[src/rtl/smtl_pkg.sv]
// Shared types and constants for the sector mapping translation layer.
// Used by the top level, front end and back end; depends on nothing.
package smtl_pkg;

    localparam int SECTORS = 2048;
    localparam int SECTORS_PER_BLOCK = 32;
    localparam int SECT_W = 11;
    localparam int DATA_W = 32;
    localparam int BLK_W = 6;
    localparam int CNT_W = 32;
    localparam int OFS_W = $clog2(SECTORS_PER_BLOCK);

    typedef enum logic [1:0] {
        FUNC_READ   = 2'd0,
        FUNC_WRITE  = 2'd1,
        FUNC_ERASE  = 2'd2,
        FUNC_REPORT = 2'd3
    } func_t;

    typedef enum logic [1:0] {
        STAT_OK      = 2'd0,
        STAT_NO_FREE = 2'd1,
        STAT_RANGE   = 2'd2
    } status_t;

    // Classified request handed from front to back
    typedef struct packed {
        func_t              func;
        logic               bad_addr;
        logic [SECT_W-1:0]  lsn;
        logic [DATA_W-1:0]  data;
        logic [BLK_W-1:0]   blk;
    } cmd_t;

    typedef enum logic [3:0] {
        ST_CLEAR,
        ST_IDLE,
        ST_LOOKUP,
        ST_CHECK,
        ST_SCAN,
        ST_SWAP1,
        ST_SWAP2,
        ST_ERASE,
        ST_FINISH
    } state_t;

endpackage

[src/rtl/smtl_front.sv]
// Front end: accepts requests, checks address range, queues them for the back end.
// Depends on smtl_pkg.
module smtl_front (
    input  logic                    aclk,
    input  logic                    aresetn,
    input  logic                    s_valid,
    output logic                    s_ready,
    input  smtl_pkg::func_t         s_func,
    input  logic [smtl_pkg::SECT_W-1:0] s_lsn,
    input  logic [smtl_pkg::DATA_W-1:0] s_data,
    input  logic [smtl_pkg::BLK_W-1:0]  s_blk,
    output logic                    q_valid,
    output smtl_pkg::cmd_t          q_cmd,
    input  logic                    q_pop
);

    smtl_pkg::cmd_t entry_reg [2];
    smtl_pkg::cmd_t cmd_in;
    logic           wr_ptr_reg, wr_ptr_next;
    logic           rd_ptr_reg, rd_ptr_next;
    logic [1:0]     count_reg, count_next;
    logic           push;
    logic           bad_lsn, bad_blk;

    // Range checks
    assign bad_lsn = ({1'b0, s_lsn} >= (smtl_pkg::SECT_W+1)'(smtl_pkg::SECTORS));
    assign bad_blk = ({1'b0, s_blk, {smtl_pkg::OFS_W{1'b0}}}
                      >= (smtl_pkg::BLK_W+smtl_pkg::OFS_W+1)'(smtl_pkg::SECTORS));

    always_comb begin
        cmd_in.func = s_func;
        cmd_in.lsn  = s_lsn;
        cmd_in.data = s_data;
        cmd_in.blk  = s_blk;
        case (s_func)
            smtl_pkg::FUNC_READ, smtl_pkg::FUNC_WRITE: cmd_in.bad_addr = bad_lsn;
            smtl_pkg::FUNC_ERASE:                      cmd_in.bad_addr = bad_blk;
            default:                                   cmd_in.bad_addr = 1'b0;
        endcase
    end

    // Two-entry queue
    assign s_ready = (count_reg != 2'd2);
    assign push    = s_valid && s_ready;
    assign q_valid = (count_reg != 2'd0);
    assign q_cmd   = entry_reg[rd_ptr_reg];

    always_comb begin
        wr_ptr_next = push ? ~wr_ptr_reg : wr_ptr_reg;
        rd_ptr_next = q_pop ? ~rd_ptr_reg : rd_ptr_reg;
        count_next  = count_reg + 2'(push) - 2'(q_pop);
    end

    always_ff @(posedge aclk) begin
        if (!aresetn) begin
            wr_ptr_reg <= 1'b0;
            rd_ptr_reg <= 1'b0;
            count_reg  <= 2'd0;
        end else begin
            wr_ptr_reg <= wr_ptr_next;
            rd_ptr_reg <= rd_ptr_next;
            count_reg  <= count_next;
        end
    end

    always_ff @(posedge aclk) begin
        if (push) begin
            entry_reg[wr_ptr_reg] <= cmd_in;
        end
    end

endmodule

[config.mk]
export PLATFORM = sky130hd
export DESIGN_NAME = smtl_front
export DESIGN_NICKNAME = d
export VERILOG_FILES = /design/src/rtl/smtl_pkg.sv /design/src/rtl/smtl_front.sv
export SDC_FILE = /design/constraint.sdc
export NUM_CORES = 1
export LEC_CHECK = 0
export BUFFER_PORTS_ARGS = -buffer_cell sky130_fd_sc_hd__buf_2
export CAP_MARGIN = 40
export CORE_UTILIZATION = 50
export DETAILED_ROUTE_END_ITERATION = 10
export PLACE_DENSITY = 0.84
export SYNTH_ARGS = -nofsm -noshare
export SYNTH_HDL_FRONTEND = slang
export SYNTH_SLANG_ARGS = --single-unit
[constraint.sdc]
create_clock -name aclk -period 2.88 [get_ports aclk]
set_input_delay 0.288 -clock aclk [delete_from_list [all_inputs] [get_ports aclk]]
set_output_delay 0.288 -clock aclk [all_outputs]
set_load 0.02 [all_outputs]
==> results.sh, run 1 <==
export IMPL_syn_area_mm2=0.00398
export IMPL_pre_cts_ws_ns=1.04
export IMPL_grt_ovfl_total=0
export IMPL_die_height_um=91.2
export IMPL_synth_async_sr_flop_share_pct=0
export IMPL_layout_nets=359
export IMPL_grt_first_pass_wirelength_um=9610
export IMPL_final_setup_viol_count=0
export IMPL_core_region_area_mm2=0.00773
export IMPL_slew_viol_final=0
export IMPL_insertion_delay_ns=0.35
export IMPL_syn_area_per_cell_um2=21.0
export IMPL_max_cap_violations=0
export IMPL_rows=32
export IMPL_path_max_fanout=27
export IMPL_num_io_pins=109
export IMPL_hold_path_startpoint="s_blk[0]"
export IMPL_cts_buffer_depth=2
export IMPL_fin_ws_ns=0.704
export IMPL_critPathSlowestCell="dfxtp_2"
export IMPL_tns_ns=0
export IMPL_crit_chain="buf_12 -> mux2_2 -> buf_2"
export IMPL_grt_setup_unrepaired="false"
export IMPL_post_route_period_util_pct=75.6
export IMPL_drt_total_wl_um=6390
export IMPL_wire_per_inst_um=15.6
export IMPL_holdPathEnd="entry_reg[0][0]$_DFFE_PP_"
export IMPL_netlist_instances=189
export IMPL_setup_worst_path_start_class="register"
export IMPL_synth_edf_count=102
export IMPL_yosysWarnings=0
export IMPL_stdcell_area_mm2=0.00481
export IMPL_r2r_cells=3
export IMPL_final_cell_mix="buf_2 (107), edfxtp_1 (102), mux2_2 (51)"
export IMPL_skew_ns=0.0103
export IMPL_grt_pass1_vias=2014
export IMPL_root_buffer="clkbuf_8"
export IMPL_clkTransAtPathRegs_ns=0.10
export IMPL_ir_drop_uv=403
export IMPL_cts_tree="yes"
export IMPL_worst_pin_slew_ns=0.639
export IMPL_start_util_pct=51.5
export IMPL_path_buf_inv=2
export IMPL_final_common_cell="buf_2"
export IMPL_p_leak_nw=1.80
export IMPL_timing_rr_start="count_reg[0]$_SDFF_PN0_"
export IMPL_cp_data_required_time_ns=2.59
export IMPL_ys_flop_type="edfxtp_1"
export IMPL_fmax_mhz=459
export IMPL_design_power_total_w=0.00323
export IMPL_cts_sinks=107
export IMPL_post_cts_buffers=0
export IMPL_via_per_inst=4.90
export IMPL_die_area_mm2=0.00831
export IMPL_syn_num_nets=245
export IMPL_vias=2012
export IMPL_p_per_area_mw_per_mm2=673
export IMPL_postCtsHoldBufs=0
export IMPL_htree_levels=3
export IMPL_cp_top_family="flip-flops"
export IMPL_cts_resized=0
export IMPL_max_stage_delay_ns=0.75
export IMPL_area_delta_synth_final_pct=20.9
export IMPL_critPathCaptureType="primary output"
export IMPL_drc_errors=0
export IMPL_hp_class="primary input to register"
export IMPL_drtIter0Drc=85
export IMPL_regToRegEndpoint="entry_reg[1][9]$_DFFE_PP_"
export IMPL_detail_route_antenna_nets=0
export IMPL_grt_max_degree=28
export IMPL_outcome="finished, final reports clean"
export IMPL_layout_min_cycle_time_ns=2.18
export IMPL_r2r_slack_ns=1.07
export IMPL_yosysSeqAreaShare_pct=79.5
export IMPL_gp_congestion=0.687
export IMPL_largest_reg_flops=102
export IMPL_hold_viol_final=0
export IMPL_numCtsBuffers=9
export IMPL_layout_drive_gt1_share_pct=59.1
export IMPL_dieWidth_um=91.2
export IMPL_min_path_cells=1
export IMPL_hold_ws_ns=0.119
export IMPL_io_buffers=107
export IMPL_hpwlAfterDp_um=4310
export IMPL_cp_arrival_ns=1.89
export IMPL_synth_distinct_cells=25
export IMPL_antenna_found_initial=1
export IMPL_groute_usage_overall_pct=15.6
export IMPL_synth_ff_latch_count=107
export IMPL_placed_cell_area_mm2=0.00463
export IMPL_drt_pass1_iter_count=4
export IMPL_relSlewSlack_pct=57.4
export IMPL_path_class="register to primary output"
## worst register-to-register path, stage by stage, from the launching register on
cell	delay (ns)
dfxtp_1	0.39
nand2b_1	0.21
and3_2	0.63
buf_12	0.29
## how the worst max path moves through the flow
stage                                       start                         to  slack (ns)  depth (start not counted)
after CTS                                register                  q_cmd[30]        0.65                          3
final                                    register                  q_cmd[30]        0.70                          3
after floorplan           count_reg[0]$_SDFF_PN0_  entry_reg[1][0]$_DFFE_PP_        0.49                          2
after detailed placement                 register                  q_cmd[30]        1.04                          3
after global placement                   register                  q_cmd[30]        1.04                          3
after global routing                     register                  q_cmd[15]        0.59                          3
## where the power goes
part,switching [W],total [W],internal (W)
clock network,0.000474,0.000789,0.000315
logic,0.000315,0.000540,0.000225
registers,0.0000478,0.00191,0.00186
total,0.000837,0.00323,0.00240
## synth_stat cells (2+ instances only)
library cell  instances  area [um2]
inv_1                 2        7.51
dfxtp_1               5         100
edfxtp_1            102        3060
and2_1                3        18.8
nand2_1               2        7.51
mux2_2               51         574
buf_6                 5        56.3
nand3b_1              2        15.0
## cell type report
cell class                 instances  area [um2]
sequential                       107        3160
clock inverter                     6        42.5
antenna                            1        2.50
fill                             588        2920
inverter                           2        7.51
timing repair buffer             110         596
tap                              102         128
clock buffer                      10         128
multi-input combinational         73         738
## per-layer routing
layer,GRT usage [%],wire length (um),vias to the layer above
met5,0,0,-
met4,3.97,54,0
met3,5.11,377,6
met2,27.5,3320,67
met1,18.4,2640,979
li1,-,-,960
## stage by stage
stage / utilization (%) / instances
2_1_floorplan: - / 189
3_3_place_gp: 60.0 / 394
3_5_place_dp: 60.0 / 394
4_1_cts: 62.2 / 410
5_1_grt: 62.2 / 410
6_report: 62.2 / 411
## cell families (layout without fill, tap and decap cells)
group | Yosys count | after routing | share of synthesized area, %
xor gates and xnor gates | 2 | 2 | 0.441
buffers and inverters | 9 | 128 | 1.92
and+or+nand+nor | 12 | 12 | 1.86
other | 1 | 2 | 0.0943
muxes | 52 | 52 | 14.7
adders and majority gates | 1 | 1 | 0.315
DFF | 107 | 107 | 79.5
AOI/OAI and AO/OA | 5 | 5 | 1.13
Note: power is estimated with default switching activity, not from simulation.
==> run 2, diff against run 1 <==
CORE_UTILIZATION = 47   (was 50)
PLACE_DENSITY = 0.83   (was 0.84)
clock period = 1.98 ns   (was 2.88 ns; I/O delays follow)
==> results.sh, run 2 (synthesis gave the netlist of run 1 again) <==
export IMPL_p_leak_nw=1.80
export IMPL_final_setup_viol_count=0
export IMPL_crit_chain="buf_4 -> mux2_2 -> buf_2"
export IMPL_critPathCaptureType="primary output"
export IMPL_ir_drop_uv=502
export IMPL_cts_resized=0
export IMPL_clkTransAtPathRegs_ns=0.10
export IMPL_core_region_area_mm2=0.00822
export IMPL_drtIter0Drc=76
export IMPL_cts_sinks=107
export IMPL_power_frac_clock_pct=25.8
export IMPL_fmax_mhz=563
export IMPL_grt_pass1_vias=1975
export IMPL_post_cts_buffers=0
export IMPL_vias=2013
export IMPL_cp_arrival_ns=1.58
export IMPL_final_common_cell="buf_2"
export IMPL_layout_cells_non_filler=415
export IMPL_intPower_w=0.00359
export IMPL_drt_total_wl_um=6190
export IMPL_max_stage_delay_ns=0.39
export IMPL_hp_class="primary input to register"
export IMPL_regArea_mm2=0.00316
export IMPL_utilization_pct=58.5
export IMPL_design_power_total_w=0.00477
export IMPL_slew_viol_final=0
export IMPL_cp_data_required_time_ns=1.78
export IMPL_largest_reg_flops=102
export IMPL_final_cell_mix="buf_2 (107), edfxtp_1 (102), mux2_2 (51)"
export IMPL_grt_ovfl_total=0
export IMPL_htree_levels=3
export IMPL_via_per_inst=4.85
export IMPL_p_sw_w=0.00118
export IMPL_p_comb_share_pct=16.6
export IMPL_dp_cells=400
export IMPL_grt_first_pass_wirelength_um=9200
export IMPL_dieWidth_um=94.0
export IMPL_skew_ns=0.00942
export IMPL_switching_share_pct=24.7
export IMPL_drc_errors=0
export IMPL_cts_tree="yes"
export IMPL_io_buffers=107
export IMPL_path_max_fanout=31
export IMPL_p_per_area_mw_per_mm2=993
export IMPL_layout_drive_gt1_share_pct=58.7
export IMPL_detail_route_antenna_nets=0
export IMPL_cts_buffer_depth=2
export IMPL_groute_usage_overall_pct=14.1
export IMPL_postCtsHoldBufs=0
export IMPL_hold_viol_final=0
export IMPL_antenna_found_initial=0
export IMPL_post_route_period_util_pct=89.7
export IMPL_tns_ns=0
export IMPL_drt_pass1_iter_count=4
export IMPL_area_delta_synth_final_pct=20.9
export IMPL_die_height_um=94.0
export IMPL_layout_min_cycle_time_ns=1.78
export IMPL_multi_input_area_um2=738
export IMPL_seqPwrFrac_pct=57.6
export IMPL_root_buffer="clkbuf_8"
export IMPL_num_io_pins=109
export IMPL_insertion_delay_ns=0.34
export IMPL_gp_congestion=0.681
export IMPL_layout_nets=362
export IMPL_numCtsBuffers=9
export IMPL_grt_max_degree=32
export IMPL_rows=33
export IMPL_die_area_mm2=0.00883
export IMPL_path_class="register to primary output"
export IMPL_setup_worst_path_start_class="register"
export IMPL_hpwlAfterDp_um=4200
export IMPL_wire_per_inst_um=14.9
export IMPL_start_util_pct=48.4
export IMPL_outcome="finished, final reports clean"
export IMPL_grt_setup_unrepaired="false"
export IMPL_fill_cells=645
export IMPL_max_cap_violations=0
export IMPL_diodes=0
export IMPL_critPathSlowestCell="mux2_2"
-- run 2: changes by cell type in the layout (fill, tap and decap cells not counted), sizes merged --
cell	change
clkinv	-2
diode	-1
buf	+3
bufinv	+1
-- run 2: metal layers --
layer	wire length [um]	GRT usage (%)	vias to the layer above	share of wire, %
met1	2570	16.8	979	42
li1	-	-	965	-
met3	348	4.69	7	5.6
met2	3220	24.2	62	52
met5	0	0	-	0
met4	53	4.36	0	0.86
-- run 2: worst paths after layout --
check	startpoint	endpoint	slack, ns	depth (start not counted)
min	s_lsn[7]	entry_reg[0][45]$_DFFE_PP_	0.03	1
max reg2reg	count_reg[0]$_SDFF_PN0_	count_reg[1]$_SDFF_PN0_	0.42	7
max	register	q_cmd[9]	0.20	3
min reg2reg	rd_ptr_reg$_SDFFE_PN0P_	register	0.59	2
-- run 2: power groups by stage --
stage | combinational [W] | clock, W | sequential, W
2_1_floorplan | 0.000544 | 0 | 0.00279
3_3_place_gp | 0.000791 | 0 | 0.00279
3_5_place_dp | 0.000803 | 0 | 0.00281
4_1_cts | 0.000807 | 0.00127 | 0.00275
5_1_grt | 0.000853 | 0.00134 | 0.00277
6_report | 0.000792 | 0.00123 | 0.00275
-- run 2: cell type report --
| type | count | share of cell area [%] |
|---|---|---|
| flip-flops and latches | 107 | 65.8 |
| multi-input cells | 73 | 15.4 |
| repair buffers | 113 | 12.1 |
| well taps | 105 | 2.73 |
| clock buffers | 10 | 2.65 |
| clock inverters | 5 | 1.12 |
| inverters | 2 | 0.234 |
-- run 2: worst max-delay path: cells and delay by family (launching register included) --
kind | cells | cell delay, ns
buffers and inverters | 2 | 0.51
multiplexers | 1 | 0.39
flip-flops | 1 | 0.33
-- run 2: stage by stage --
| step | worst slack, ns | cell area (um2) | hold slack [ns] |
|---|---|---|---|
| floorplan | 0.0393 | 3980 | 0.297 |
| global placement | 0.513 | 4630 | 0.387 |
| detailed placement | 0.419 | 4630 | 0.389 |
| CTS | 0.162 | 4810 | 0.0157 |
| global route | 0.119 | 4810 | 0.0103 |
| finish | 0.204 | 4810 | 0.0343 |
==> run 3, diff against run 2 <==
REMOVE_ABC_BUFFERS = 1   (was unset)
==> results.sh, run 3 (synthesis gave the netlist of run 1 again) <==
export IMPL_timing_rr_start="count_reg[0]$_SDFF_PN0_"
export IMPL_final_cell_mix="buf_2 (107), edfxtp_1 (102), mux2_2 (51)"
export IMPL_start_util_pct=48.4
export IMPL_grt_ovfl_total=0
export IMPL_wire_per_inst_um=14.7
export IMPL_diodes=0
export IMPL_layout_drive_gt1_share_pct=58.7
export IMPL_outcome="finished, final reports clean"
export IMPL_path_depth=3
export IMPL_fin_ws_ns=0.306
export IMPL_clkTransAtPathRegs_ns=0.10
export IMPL_p_leak_nw=1.83
export IMPL_num_io_pins=109
export IMPL_largest_reg_flops=102
export IMPL_cts_tree="yes"
export IMPL_grt_max_degree=52
export IMPL_critPathSlowestCell="mux2_2"
export IMPL_vias=2024
export IMPL_drtIter0Drc=59
export IMPL_fmax_mhz=598
export IMPL_postCtsHoldBufs=0
export IMPL_htree_levels=3
export IMPL_drc_errors=0
export IMPL_dp_cells=399
export IMPL_grt_first_pass_wirelength_um=9560
export IMPL_dieWidth_um=94.0
export IMPL_layout_cells_non_filler=417
export IMPL_path_class="register to primary output"
export IMPL_critPathCaptureType="primary output"
export IMPL_hp_class="primary input to register"
export IMPL_ir_drop_uv=597
export IMPL_via_per_inst=4.85
export IMPL_grt_pass1_vias=1992
export IMPL_grt_setup_unrepaired="false"
export IMPL_final_setup_viol_count=0
export IMPL_io_buffers=107
export IMPL_p_per_area_mw_per_mm2=973
export IMPL_tns_ns=0
export IMPL_cp_top_family="buffers and inverters"
export IMPL_insertion_delay_ns=0.35
export IMPL_area_delta_synth_final_pct=22.0
export IMPL_max_stage_delay_ns=0.37
export IMPL_cts_buffer_depth=2
export IMPL_layout_nets=363
export IMPL_max_cap_violations=0
export IMPL_r2r_cells=7
export IMPL_die_area_mm2=0.00883
export IMPL_setup_worst_path_start_class="register"
export IMPL_skew_ns=0.00999
export IMPL_gp_congestion=0.671
export IMPL_pre_cts_ws_ns=0.391
export IMPL_final_common_cell="buf_2"
export IMPL_rows=33
export IMPL_core_region_area_mm2=0.00822
export IMPL_post_cts_buffers=0
export IMPL_die_height_um=94.0
export IMPL_groute_usage_overall_pct=14.9
export IMPL_path_max_fanout=16
export IMPL_post_route_period_util_pct=84.5
export IMPL_drt_pass1_iter_count=3
export IMPL_crit_chain="buf_4 -> mux2_2 -> buf_2"
export IMPL_hold_viol_final=0
export IMPL_cp_data_required_time_ns=1.78
export IMPL_numCtsBuffers=9
export IMPL_cts_resized=0
export IMPL_r2r_slack_ns=0.39
export IMPL_detail_route_antenna_nets=0
export IMPL_layout_min_cycle_time_ns=1.67
export IMPL_antenna_found_initial=0
export IMPL_crit_end="q_cmd[24]"
export IMPL_hpwlAfterDp_um=4090
export IMPL_drt_total_wl_um=6140
export IMPL_root_buffer="clkbuf_8"
export IMPL_cts_sinks=107
export IMPL_slew_viol_final=0
export IMPL_path_buf_inv=2
export IMPL_cp_arrival_ns=1.48
export IMPL_regToRegEndpoint="count_reg[1]$_SDFF_PN0_"
[run 3: cell type report]
type / count / area [um2]
Fill cell: 654 / 3360
Clock inverter: 6 / 40.0
Inverter: 2 / 7.51
Sequential cell: 107 / 3160
Tap cell: 105 / 131
Multi-Input combinational cell: 73 / 738
Timing Repair Buffer: 114 / 643
Clock buffer: 10 / 128
[run 3: through the flow]
stage	util, %	area, um2	hold WS (ns)	total power (W)
finish	59.1	4850	0.0303	0.00472
global route	59.1	4850	0.00160	0.00494
CTS	58.8	4830	0.00878	0.00478
detailed placement	56.8	4660	0.389	0.00363
global placement	56.8	4660	0.386	0.00361
floorplan	-	3910	0.297	0.00331
[run 3: worst min-delay path by stage]
stage	cells past startpoint	startpoint	end	slack [ns]
2_1_floorplan	0	s_blk[0]	entry_reg[0][0]$_DFFE_PP_	0.30
3_3_place_gp	1	s_lsn[3]	entry_reg[0][41]$_DFFE_PP_	0.39
3_5_place_dp	1	s_data[15]	entry_reg[1][21]$_DFFE_PP_	0.39
4_1_cts	1	s_data[15]	entry_reg[1][21]$_DFFE_PP_	0.009
5_1_grt	1	s_data[15]	entry_reg[1][21]$_DFFE_PP_	0.002
6_report	1	s_lsn[1]	entry_reg[1][39]$_DFFE_PP_	0.03
[run 3: power breakdown]
group / internal (W) / total (W) / switching [W]
clock: 0.000461 / 0.00115 / 0.000690
combinational: 0.000344 / 0.000824 / 0.000480
sequential: 0.00270 / 0.00275 / 0.0000476
[run 3: routing by layer]
layer	vias up	GRT usage, %	part of all wire (%)
met1	978	17.7	41
li1	975	-	-
met5	-	0	0
met3	5	5.34	6.7
met4	0	4.62	0.67
met2	66	25.4	51
